--- config.mk ---
export PLATFORM = sky130hd
export DESIGN_NAME = tidsr_datapath
export DESIGN_NICKNAME = d
export VERILOG_FILES = /design/src/hdl/tidsr_pkg.sv /design/src/hdl/tidsr_datapath.sv
export SDC_FILE = /design/constraint.sdc
export NUM_CORES = 1
export LEC_CHECK = 0
export ABC_AREA = 1
export BUFFER_PORTS_ARGS = -buffer_cell sky130_fd_sc_hd__buf_4
export CAP_MARGIN = 25
export CORE_UTILIZATION = 43
export DETAILED_ROUTE_END_ITERATION = 7
export GPL_TIMING_DRIVEN = 0
export PLACE_DENSITY = 0.79
export SKIP_LAST_GASP = 1
export SYNTH_ARGS = -nofsm -noshare
export SYNTH_HDL_FRONTEND = slang
export SYNTH_SLANG_ARGS = --single-unit
--- constraint.sdc ---
create_clock -name clock -period 1.9 [get_ports clock]
set_clock_uncertainty 0.15 [all_clocks]
set_input_delay 0.095 -clock clock [delete_from_list [all_inputs] [get_ports clock]]
set_output_delay 0.095 -clock clock [all_outputs]
set_load 0.005 [all_outputs]
--- src/hdl/tidsr_pkg.sv ---
// ----------------------------------------------------------------------------
// tidsr_pkg
// Types, constants and byte classes of the selector rewriter.
// ----------------------------------------------------------------------------
`timescale 1ns / 1ps
`default_nettype none

package tidsr_pkg;

   localparam int NAME_MAX_BYTES_DEFAULT = 16;
   localparam int NAME_BYTES_STORED      = 16;
   localparam int NAME_IDX_W             = 4;
   localparam int NAME_LEN_W             = 5;
   localparam int CSR_ADDR_W             = 5;
   localparam int CSR_DATA_W             = 64;

   localparam logic [63:0] NAME_LOW_RESET  = 64'h7365_742d_6174_6164; // "data-tes"
   localparam logic [63:0] NAME_HIGH_RESET = 64'h0000_0000_0064_6974; // "tid"
   localparam logic [NAME_LEN_W-1:0] NAME_LENGTH_RESET = 5'd11;

   // register index, taken from paddr[4:3]
   localparam logic [1:0] REG_NAME_LOW    = 2'd0;
   localparam logic [1:0] REG_NAME_HIGH   = 2'd1;
   localparam logic [1:0] REG_NAME_LENGTH = 2'd2;

   localparam logic [7:0] CH_AT     = 8'h40;
   localparam logic [7:0] CH_LBRACK = 8'h5b;
   localparam logic [7:0] CH_RBRACK = 8'h5d;
   localparam logic [7:0] CH_COMMA  = 8'h2c;
   localparam logic [7:0] CH_LPAREN = 8'h28;
   localparam logic [7:0] CH_SPACE  = 8'h20;
   localparam logic [7:0] CH_TAB    = 8'h09;
   localparam logic [7:0] CH_LF     = 8'h0a;
   localparam logic [7:0] CH_CR     = 8'h0d;
   localparam logic [7:0] CH_EQUALS = 8'h3d;
   localparam logic [7:0] CH_QUOTE  = 8'h22;
   localparam logic [7:0] CH_DASH   = 8'h2d;
   localparam logic [7:0] CH_UNDER  = 8'h5f;
   localparam logic [7:0] LEVEL_MAX = 8'hff;

   typedef enum logic [3:0] {
      ST_IDLE,
      ST_PRE_QUOTE,
      ST_PRE_CLOSE,
      ST_COPY,
      ST_OPEN,
      ST_NAME,
      ST_EQUALS,
      ST_QUOTE,
      ST_POST_QUOTE,
      ST_POST_CLOSE
   } state_type;

   typedef enum logic [2:0] {
      SEL_BYTE,
      SEL_OPEN,
      SEL_NAME,
      SEL_EQUALS,
      SEL_QUOTE,
      SEL_CLOSE
   } sel_type;

   // what one request expands into
   typedef struct packed {
      logic pre_close;
      logic expand;
      logic post_close;
   } plan_type;

   typedef struct packed {
      logic    accept;
      logic    emit;
      sel_type sel;
      logic    run_last;
      logic    name_clear;
      logic    name_step;
   } cmd_type;

   typedef struct packed {
      logic     slot_free;
      plan_type new_plan;
      plan_type plan;
      logic     name_empty;
      logic     name_last;
   } status_type;

   function automatic logic is_id_byte(input logic [7:0] b);
      is_id_byte = (b >= 8'h61 && b <= 8'h7a) || (b >= 8'h41 && b <= 8'h5a) ||
                   (b >= 8'h30 && b <= 8'h39) || b == CH_DASH || b == CH_UNDER;
   endfunction

   function automatic logic begins_compound(input logic [7:0] b);
      begins_compound = b == CH_SPACE || b == CH_TAB || b == CH_LF || b == CH_CR ||
                        b == CH_COMMA || b == CH_LPAREN;
   endfunction

endpackage

`default_nettype wire

--- src/hdl/tidsr_datapath.sv ---
// ----------------------------------------------------------------------------
// tidsr_datapath
// Selector state, request register, byte selection and result register.
// ----------------------------------------------------------------------------
`timescale 1ns / 1ps
`default_nettype none

module tidsr_datapath #(
   parameter int NAME_MAX_BYTES = tidsr_pkg::NAME_MAX_BYTES_DEFAULT
) (
   input  wire logic                                      clock,
   input  wire logic                                      reset,
   input  wire tidsr_pkg::cmd_type                        cmd,
   output tidsr_pkg::status_type                          status,
   input  wire logic [7:0]                                req_in_byte,
   input  wire logic                                      req_in_final,
   input  wire logic [8*tidsr_pkg::NAME_BYTES_STORED-1:0] name_chars,
   input  wire logic [tidsr_pkg::NAME_LEN_W-1:0]          name_length,
   output logic                                           rsp_valid,
   input  wire logic                                      rsp_stall,
   output logic      [7:0]                                rsp_out_byte,
   output logic                                           rsp_run_last,
   output logic                                           rsp_selector_done
);

   localparam logic [tidsr_pkg::NAME_LEN_W-1:0] MAX_LEN = tidsr_pkg::NAME_LEN_W'(NAME_MAX_BYTES);

   logic                              in_identifier_ff,  in_identifier_in;
   logic                              compound_start_ff, compound_start_in;
   logic [7:0]                        bracket_level_ff,  bracket_level_in;
   logic [7:0]                        byte_ff;
   logic                              final_ff;
   tidsr_pkg::plan_type               plan_ff;
   logic [tidsr_pkg::NAME_IDX_W-1:0]  name_idx_ff,       name_idx_in;
   logic                              rsp_valid_ff,      rsp_valid_in;
   logic [7:0]                        rsp_byte_ff,       rsp_byte_in;
   logic                              rsp_last_ff;
   logic                              rsp_done_ff;

   tidsr_pkg::plan_type               plan_now;
   logic                              id_run;
   logic                              normal;
   logic [7:0]                        level_next;
   logic                              in_id_next;
   logic                              cs_next;
   logic [tidsr_pkg::NAME_LEN_W-1:0]  eff_len;
   logic [7:0]                        name_byte;

   // ---- state update for the request on the input ----
   always_comb begin
      id_run = in_identifier_ff && tidsr_pkg::is_id_byte(req_in_byte);
      normal = !id_run;

      level_next = bracket_level_ff;
      if (normal) begin
         if (req_in_byte == tidsr_pkg::CH_LBRACK) begin
            if (bracket_level_ff != tidsr_pkg::LEVEL_MAX)
               level_next = bracket_level_ff + 8'd1;
         end else if (req_in_byte == tidsr_pkg::CH_RBRACK && bracket_level_ff != 8'd0) begin
            level_next = bracket_level_ff - 8'd1;
         end
      end

      plan_now.pre_close = in_identifier_ff && !id_run;
      plan_now.expand    = normal && req_in_byte == tidsr_pkg::CH_AT &&
                           compound_start_ff && level_next == 8'd0;
      in_id_next         = id_run || plan_now.expand;
      cs_next            = compound_start_ff;
      if (normal)
         cs_next = plan_now.expand ? 1'b0 : tidsr_pkg::begins_compound(req_in_byte);
      plan_now.post_close = req_in_final && in_id_next;

      in_identifier_in  = in_identifier_ff;
      compound_start_in = compound_start_ff;
      bracket_level_in  = bracket_level_ff;
      if (cmd.accept) begin
         if (req_in_final) begin
            // selector ends: back to the start-of-stream state
            in_identifier_in  = 1'b0;
            compound_start_in = 1'b1;
            bracket_level_in  = 8'd0;
         end else begin
            in_identifier_in  = in_id_next;
            compound_start_in = cs_next;
            bracket_level_in  = level_next;
         end
      end
   end

   always_ff @(posedge clock) begin
      if (reset) begin
         in_identifier_ff  <= 1'b0;
         compound_start_ff <= 1'b1;
         bracket_level_ff  <= 8'd0;
      end else begin
         in_identifier_ff  <= in_identifier_in;
         compound_start_ff <= compound_start_in;
         bracket_level_ff  <= bracket_level_in;
      end
   end

   always_ff @(posedge clock) begin
      if (cmd.accept) begin
         byte_ff  <= req_in_byte;
         final_ff <= req_in_final;
         plan_ff  <= plan_now;
      end
   end

   // ---- attribute name walk ----
   assign eff_len   = (name_length > MAX_LEN) ? MAX_LEN : name_length;
   assign name_byte = name_chars[{name_idx_ff, 3'b000} +: 8];

   always_comb begin
      name_idx_in = name_idx_ff;
      if (cmd.name_clear)
         name_idx_in = '0;
      else if (cmd.name_step)
         name_idx_in = name_idx_ff + 1'b1;
   end

   always_ff @(posedge clock) begin
      name_idx_ff <= name_idx_in;
   end

   // ---- result register ----
   always_comb begin
      unique case (cmd.sel)
         tidsr_pkg::SEL_BYTE:   rsp_byte_in = byte_ff;
         tidsr_pkg::SEL_OPEN:   rsp_byte_in = tidsr_pkg::CH_LBRACK;
         tidsr_pkg::SEL_NAME:   rsp_byte_in = name_byte;
         tidsr_pkg::SEL_EQUALS: rsp_byte_in = tidsr_pkg::CH_EQUALS;
         tidsr_pkg::SEL_QUOTE:  rsp_byte_in = tidsr_pkg::CH_QUOTE;
         tidsr_pkg::SEL_CLOSE:  rsp_byte_in = tidsr_pkg::CH_RBRACK;
         default:               rsp_byte_in = byte_ff;
      endcase

      rsp_valid_in = rsp_valid_ff;
      if (cmd.emit)
         rsp_valid_in = 1'b1;
      else if (!rsp_stall)
         rsp_valid_in = 1'b0;
   end

   always_ff @(posedge clock) begin
      if (reset)
         rsp_valid_ff <= 1'b0;
      else
         rsp_valid_ff <= rsp_valid_in;
   end

   always_ff @(posedge clock) begin
      if (cmd.emit) begin
         rsp_byte_ff <= rsp_byte_in;
         rsp_last_ff <= cmd.run_last;
         rsp_done_ff <= cmd.run_last && final_ff;
      end
   end

   assign rsp_valid         = rsp_valid_ff;
   assign rsp_out_byte      = rsp_byte_ff;
   assign rsp_run_last      = rsp_last_ff;
   assign rsp_selector_done = rsp_done_ff;

   assign status.slot_free  = !rsp_valid_ff || !rsp_stall;
   assign status.new_plan   = plan_now;
   assign status.plan       = plan_ff;
   assign status.name_empty = eff_len == '0;
   assign status.name_last  = {1'b0, name_idx_ff} == eff_len - 1'b1;

endmodule

`default_nettype wire

# Word level (Yosys, flattened, before mapping)
# Index checks and enable logic that the tools add are counted.
# word_totals
reg_bits	37
input_bits	153
output_inout_bits	20
word_cells	87
# op_classes
addsub	4
magnitude_cmp	7
n_eq_ne	20
shift	1
mux	13
reduce_logical	29
# ops
operator	count
indexed part select 128 x 8 -> 8 bit	1
2-to-1 mux 8 bit	5
one-hot mux 8 bit (5 select lines)	1
== test 8 x 6 -> 1 bit (second input constant)	4
== test 8 x 7 -> 1 bit (second input constant)	4
== test 8 x 4 -> 1 bit (second input constant)	3
>= comparator 8 x 7 -> 1 bit (second input constant)	2
less-or-equal comparator 8 x 7 -> 1 bit (second input constant)	2
logical AND 1 bit	11
logical OR 1 bit	11
adder 8 x 1 -> 8 bit (second input constant)	1
>= comparator 8 x 6 -> 1 bit (second input constant)	1
less-or-equal comparator 8 x 6 -> 1 bit (second input constant)	1
logical NOT 8 bit	1
!= test 8 bit (second input constant)	1
nonzero test 8 bit	1
subtractor 8 x 1 -> 8 bit (second input constant)	1
== test 3 x 2 -> 1 bit (second input constant)	2
== test 3 bit (second input constant)	2
2-to-1 mux 1 bit	6
== test 4 x 5 -> 1 bit	1
> comparator 5 bit (second input constant)	1
logical NOT 5 bit	1
2-to-1 mux 5 bit	1
6 further kinds	9

# Depth between registers and ports, before layout
# Gate-level depths: netlist (run 1).
# depth
ltp_word	14
ltp_mapped	16
mapped_depth_nobuf	16

# Worst setup path before layout (run 1)
# OpenSTA, ideal clock, no wires.
# synth_path
path_type	register to register
startpoint	register bracket_level_ff[0]
endpoint	register plan_ff (netlist bit status[2]) (data pin)
setup_ps	175
t_arrival_ps	1621
path_slack_ps	-46
stages_incl_launch_ff	14
path_buffers	0
path_cell_list	dfxtp_1 inv_1 ha_1 nand3_1 inv_1 nand2_4 nand2_4 nand2_1 nand3_1 nand2_1 nand2_1 nor2_1 nand3_1 a21oi_1
# synth_rtl
element	line	source
start, declared	tidsr_datapath.sv:30	logic [7:0] bracket_level_ff, bracket_level_in;
start signal, assigned	tidsr_datapath.sv:98	bracket_level_ff <= bracket_level_in;
end signal, assigned	tidsr_datapath.sv:106	plan_ff <= plan_now;
end, declared	tidsr_datapath.sv:33	tidsr_pkg::plan_type plan_ff;

==> results of run 1 <==
-- routing by layer --
layer	share of wire	wire, µm
met4	0.047	727
met2	0.49	7490
met3	0.083	1270
met1	0.38	5820
met5	0	0
-- path summary, 6_finish.rpt --
path | depth (start not counted) | endpoint | slack (ns)
hold reg to reg | 2 | in_identifier_ff | 0.36
setup / recovery | 12 | status[5] | -0.50
setup reg to reg | 14 | status[3] | -0.18
hold / removal | 1 | status[4] | 0.005
-- cells in the mapped netlist (all sizes together) --
library cell / instances
clkbuf: 24
a32o: 1
buf: 4
o32ai: 2
inv: 38
o221ai: 17
nor2: 115
a21oi: 20
o21ai: 75
o22ai: 14
clkinv: 2
nand3: 35
xor2: 8
o2111ai: 2
or2: 2
a31oi: 1
nor3: 8
and3: 1
nand4: 8
o211ai: 6
edfxtp: 22
dfxtp: 15
nor4: 3
nand3b: 3
ha: 6
nand2: 121
-- cell families after synthesis --
kind of cell,count (synthesis),synth area share
adders and majority gates,6,0.0213
DFF,37,0.272
xor gates and xnor gates,8,0.0199
and+or+nand+nor,296,0.382
AOI/OAI and AO/OA,138,0.230
buffers and inverters,68,0.0741
-- through the flow --
stage	power, µW	instance area, µm²
3_3_place_gp	1670	4950
6_report	2670	5930
2_1_floorplan	1270	3540
4_1_cts	2600	5670
3_5_place_dp	1690	4950
5_1_grt	2780	5930
-- final cells by class --
cell class              count  area share
multi-input cells         448       0.445
repair buffers            214       0.282
flip-flops and latches     37       0.167
plain buffers              26      0.0346
inverters                  40      0.0268
well taps                 102      0.0215
clock buffers               5      0.0116
clock inverters             3      0.0116
-- state kept, by name, indices dropped and copies added, names as in the netlist, 3 cells and up --
signal / cells
bracket_level_ff: 8
status: 3
name_idx_ff: 4
rsp_out_byte: 8
byte_ff: 8
-- power by group through the flow --
stage / Sequential (µW) / Clock (µW) / Combinational [µW]
after global routing: 916 / 879 / 986
after floorplan: 932 / 0 / 336
after global placement: 929 / 0 / 744
after detailed placement: 930 / 0 / 756
final: 912 / 844 / 915
after CTS: 915 / 845 / 844
-- placed cells by master (no fill, tap or decap), types with 10 or more instances in the layout --
cell type	synthesis	layout
buf_4	0	196
nand2_1	100	79
dlygate4sd3_1	0	17
nor2_1	106	92
edfxtp_1	22	22
inv_1	32	25
inv_2	6	11
o22ai_1	14	13
nor2_2	4	12
a21oi_1	19	17
o221ai_1	17	15
o21ai_0	75	58
nor2_4	4	10
o21ai_1	0	13
nand2_2	18	34
nand3_1	33	28
-- what timing repair did --
action	in CTS	in global routing
hold endpoints to repair	28	0
endpoints found under the setup margin	14	15
buffers inserted	19	7
gates resized for setup	91	93
pin swaps	29	38
hold buffers	17	0
-- critical path, stage by stage, from the launching register on --
cell,delay (ns)
dfxtp_4,0.41
inv_6,0.05
buf_4,0.14
nor2_2,0.13
nand3_1,0.10
xor2_1,0.22
nand2_1,0.13
nand2_2,0.10
nand2_2,0.07
nor2_2,0.12
nand3_2,0.11
a21oi_2,0.15
buf_4,0.12
==> impl_results.md, run 1 <==
* Status: finished, violations left
* Failing checks: negative setup slack
* Initial drt markers at around 480
* Global-route wire length before repair at 23.7 mm
* Die Span X at 92.6 µm
* Slew @ Worst Pin at about 0.57 ns
* H-tree levels at 2
* Area of the die at 8570 µm²
* Psw at 786 µW
* Leak Pwr at 0.00271 µW
* IO buf count at approximately 170
* Register area at 988 µm²
* Critical path required time at 1.65 ns
* IO Pins at roughly 170
* Synthesized area at 3530 µm²
* Routing usage on met2 at 0.610
* ANT nets after route at 0
* Post-DR wirelength/cell at 17.5 µm
* Share of cells above drive strength 1 at 0.450
* Worst skew pair latency at 0.29 ns
* Placed cell count at 827
* Final GP Congestion at 0.991
* Min cycle time layout at around 2.4 ns
* CTS tree: yes
* Area Overhead vs Synth at 67.9%
* RSZ-0062 raised after global routing: true
* Critical path startpoint: bracket_level_ff[0]
* CTS buffer count at 5
* Reg-to-reg critical path startpoint: bracket_level_ff[1]
* Max-cap violations at 0
* Power density cells at 451 nW/µm²
* Area contributors post-synth: edfxtp_1 19%, nor2_1 11%, nand2_1 11%
* Vias per cell at 5.83
* CTS clock-pin slew for the worst setup and hold paths at 0.08 ns
* Post-DP HPWL at 10.9 mm
* Synth Instances at 553
* Final Non-Filler Cells at 875
* Reg power frac at 0.342
* Area of the multi-input gates at about 2600 µm²
* GRT overflow at 0
* Net Count, Synth at slightly above 700
* Setup TNS at -1.46 ns
* Top Usage Layer GRT: met2
* Clock tree buffer depth at 2
* Final critical-path share of the clock period at 1.27
* DRT Pass-1 Iters at 6
* Internal power at 1890 µW
* Hold slack final at around 0.0055 ns
* Clock Sinks at 37
* Rel. slew slack at 0.619
* Worst min-delay path category: in -> reg
* Initial antenna violation count at 0
* Starting density of the core at 0.450
* N_diodes at 0
* M3 GR Usage at 0.0558
* Fin util at 0.755
* Via count at 5103
* Sw frac at 0.294
* CP endpoint kind: output pin
* Seq/Total Area, Yosys at 0.272
* Vias in the first global route at between 4000 and 5000
* Nets at 931
* Largest net degree at the start of global routing at 16
* CP Class: reg -> out
* Peak VDD IR at between 0.4 and 0.5 mV
* Synthesis-stage register bit count at 37
* Final setup margin at -0.504 ns
* GR Util met1 at 0.427
* Synth cell types at 36
* CTS Root Cell: clkbuf_8
* Setup WS pre-CTS at -0.478 ns
* Overall Global Routing Usage at 0.351
* Hold Vio Cnt, Final at 0
* Std-Cell Rows at 32
* # fillers at 595
* Fmax at approximately 420 MHz
* Leading area contributor after synthesis: edfxtp_1
* Yosys warning total at 0
* Critical Path AT at 2.16 ns
* Core ar. at 7850 µm²
* DRC at 0
* Top cell type's share of synthesized area at 0.187
* Die height at 92.6 µm
* CP max FO at 4
* Power share of the clock group at 0.316
* Gate power share at 0.343
* Max Slew Vio Count at 0
* Final setup vio count at 5
* Setup crit start kind: flip-flop
* Syn Area/Cell at 6.38 µm²
* Min-Delay Startpoint: cmd[7]
* Final wirelength at 15.3 mm
Power figures use the tool's default switching activity.
==> run 2, diff against run 1 <==
- CORE_UTILIZATION: 43 -> 50
- PLACE_DENSITY: 0.79 -> 0.86
- clock period: 1.9 -> 3.1 ns (I/O delays scaled with it)
==> run 2 against run 1 <==
The flow now finishes without violations. Sequential power decreased by 39%. Non-clock buffer count down 27. Routed wire length down 6.2%. Sequential share of layout area up 1.8 points. Hold slack gained 0.0015 ns. Core utilization increased by 1.2 points. Clock power decreased by 39%. Cell count is 3.7% lower. Critical path depth grew 2. Register-to-register slack improved by 0.68 ns.
==> impl_results.md, run 2 (synthesized netlist as in run 1, its figures left out) <==
* Resized Gates After CTS at 0 (was 91)
* CP max FO at 7 (was 4)
* Post-DP HPWL at 10.8 mm (was 10.9 mm)
* Fin util at 0.767 (was 0.755)
* Core ar. at 6790 µm² (was 7850 µm²)
* Area Overhead vs Synth at 47.6% (was 67.9%)
* Critical Path AT at 2.53 ns (was 2.16 ns)
* Final instance area at 5210 µm² (was 5930 µm²)
* Final wirelength at 14.4 mm (was 15.3 mm)
* Max incr delay on CP at 0.45 ns (was 0.41 ns)
* Nets at 904 (was 931)
* Die height at 86.0 µm (was 92.6 µm)
* Initial drt markers at 461 (was 475)
* Peak VDD IR at 0.283 mV (was 0.449 mV)
* Critical Path Slowest Stage Cell: dfxtp_1 (was dfxtp_4)
* IO Pins at 173 (unchanged)
* Std-Cell Rows at 30 (was 32)
* Clock tree buffer depth at 2 (unchanged)
* Starting density of the core at 0.520 (was 0.450)
* Fmax at around 350 MHz
* Total power at 1570 µW (was 2670 µW)
* Worst min-delay path category: in -> reg (unchanged)
* Final setup vio count at 0 (was 5)
* Area of the die at 7400 µm² (was 8570 µm²)
* CTS clock-pin slew for the worst setup and hold paths at 0.08 ns (about the same)
* Global-route wire length before repair at 22.4 mm (was 23.7 mm)
* IO buf count at 172 (unchanged)
* CP endpoint kind: output pin (unchanged)
* GRT overflow at 0 (unchanged)
* Worst skew pair latency at 0.29 ns (about the same)
* Flop2flop setup slack at 0.50 ns (was -0.18 ns)
* Final critical-path share of the clock period at 0.914
* RSZ-0062 raised after global routing: false (was true)
* Max Slew Vio Count at 0 (unchanged)
* Critical path required time at 2.79 ns (was 1.65 ns)
* CP Class: reg -> out (unchanged)
* Hold Vio Cnt, Final at 0 (unchanged)
* H-tree levels at 2 (unchanged)
* Power density cells at 301 nW/µm² (was 451 nW/µm²)
* Commonest non-fill, non-tap cell in the layout: buf_4 (unchanged)
* Clock Sinks at 37 (unchanged)
* Share of cells above drive strength 1 at 0.304 (was 0.450)
* Initial antenna violation count at 1 (was 0)
* Largest delay contributor family on the critical path: simple AND/OR/NAND/NOR gates (unchanged)
* Max-cap violations at 0 (unchanged)
* Leak Pwr at 0.00240 µW (was 0.00271 µW)
* CTS Hold Bufs at 13 (was 17)
* Setup TNS at 0 ns (was -1.46 ns)
* Vias in the first global route at 4690 (was 4910)
* Rel. slew slack at 0.571 (was 0.619)
* Final GP Congestion at 0.968 (was 0.991)
* Worst path buffer plus inverter count at 3 (unchanged)
* Setup crit start kind: flip-flop (unchanged)
* Status: completed (was finished, violations left)
* Postcts setup bufs at 0 (was 19)
* Via count at 4942 (was 5103)
* CTS buffer count at 5 (unchanged)
* Most frequent cells in the layout: 172 x buf_4, 106 x nor2_1, 100 x nand2_1 (was 196 x buf_4, 92 x nor2_1, 79 x nand2_1)
* CTS tree: yes (unchanged)
* # fillers at 537 (was 595)
* ANT nets after route at 0 (unchanged)
* DP Area at 4940 µm² (was 4950 µm²)
* CTS Root Cell: clkbuf_8 (unchanged)
* Die Span X at 86.0 µm (was 92.6 µm)
* Slew @ Worst Pin at 0.643 ns (was 0.570 ns)
* Min cycle time layout at 2.83 ns
* Largest net degree at the start of global routing at 16 (unchanged)
* Crit-path cells: inv_1, ha_1, nand3_1, inv_1, nand2_4, nand2_4, nand2_1, nand3_1, nand2_1, nand2_1, nor2_1, nand3_1, a21oi_1, buf_4 (was inv_6, buf_4, nor2_2, nand3_1, xor2_1, nand2_1, nand2_2, nand2_2, nor2_2, nand3_2, a21oi_2, buf_4)
* Overall Global Routing Usage at 0.384 (was 0.351)
* DRT Pass-1 Iters at 6 (unchanged)
* Post-DR wirelength/cell at 17.0 µm (was 17.5 µm)
* Vias per cell at 5.86 (was 5.83)
* DRC at 0 (unchanged)
[run 2: cell types whose count changed in the layout (fill, tap and decap cells not counted), sizes merged]
cell and change:
buf -33, diode +1, clkbuf +10, dlygate4sd3 -4
[run 2: power breakdown]
part           total (µW)  internal, µW  switching [µW]
sequential            560           550            9.62
clock                 511           324             187
combinational         496           238             258
[run 2: cell type report]
class,instances,area [µm²],area share
inverters,40,151,0.0291
flip-flops and latches,37,961,0.184
diodes,1,2.50,0.000480
repair buffers,185,1420,0.273
multi-input cells,448,2310,0.443
clock inverters,3,68.8,0.0132
plain buffers,28,110,0.0211
well taps,96,120,0.0230
clock buffers,5,68.8,0.0132
[run 2: through the flow]
stage          hold slack (ns)  setup WS (ns)  cells
5_1_grt                 0.0120          0.154    843
4_1_cts                0.00748          0.356    842
6_report               0.00695          0.266    843
2_1_floorplan           0.0774           1.15    553
3_3_place_gp             0.193          0.697    821
3_5_place_dp             0.195          0.677    821
[run 2: final timing paths]
kind | cells past startpoint | from | endpoint
worst min register to register | 2 | rsp_valid | rsp_valid
worst min-delay path | 3 | cmd[0] | name_idx_ff[1]
worst max-delay path | 14 | bracket_level_ff[0] | status[5]
worst max register to register | 8 | name_idx_ff[0] | rsp_out_byte[2]
[run 2: layer usage]
| metal | vias up | global-route usage | part of all wire |
|---|---|---|---|
| met3 | 71 | 0.0972 | 0.11 |
| li1 | 2285 | - | - |
| met2 | 394 | 0.665 | 0.48 |
| met1 | 2192 | 0.443 | 0.36 |
| met5 | - | 0 | 0 |
| met4 | 0 | 0.177 | 0.045 |
[run 2: worst register-to-register path: cells and delay by family, from the launching register on]
family | cells | cell delay [ns]
buffers and inverters | 2 | 0.77
and+or+nand+nor | 3 | 0.29
DFF | 1 | 0.46
AOI/OAI and AO/OA | 3 | 0.75
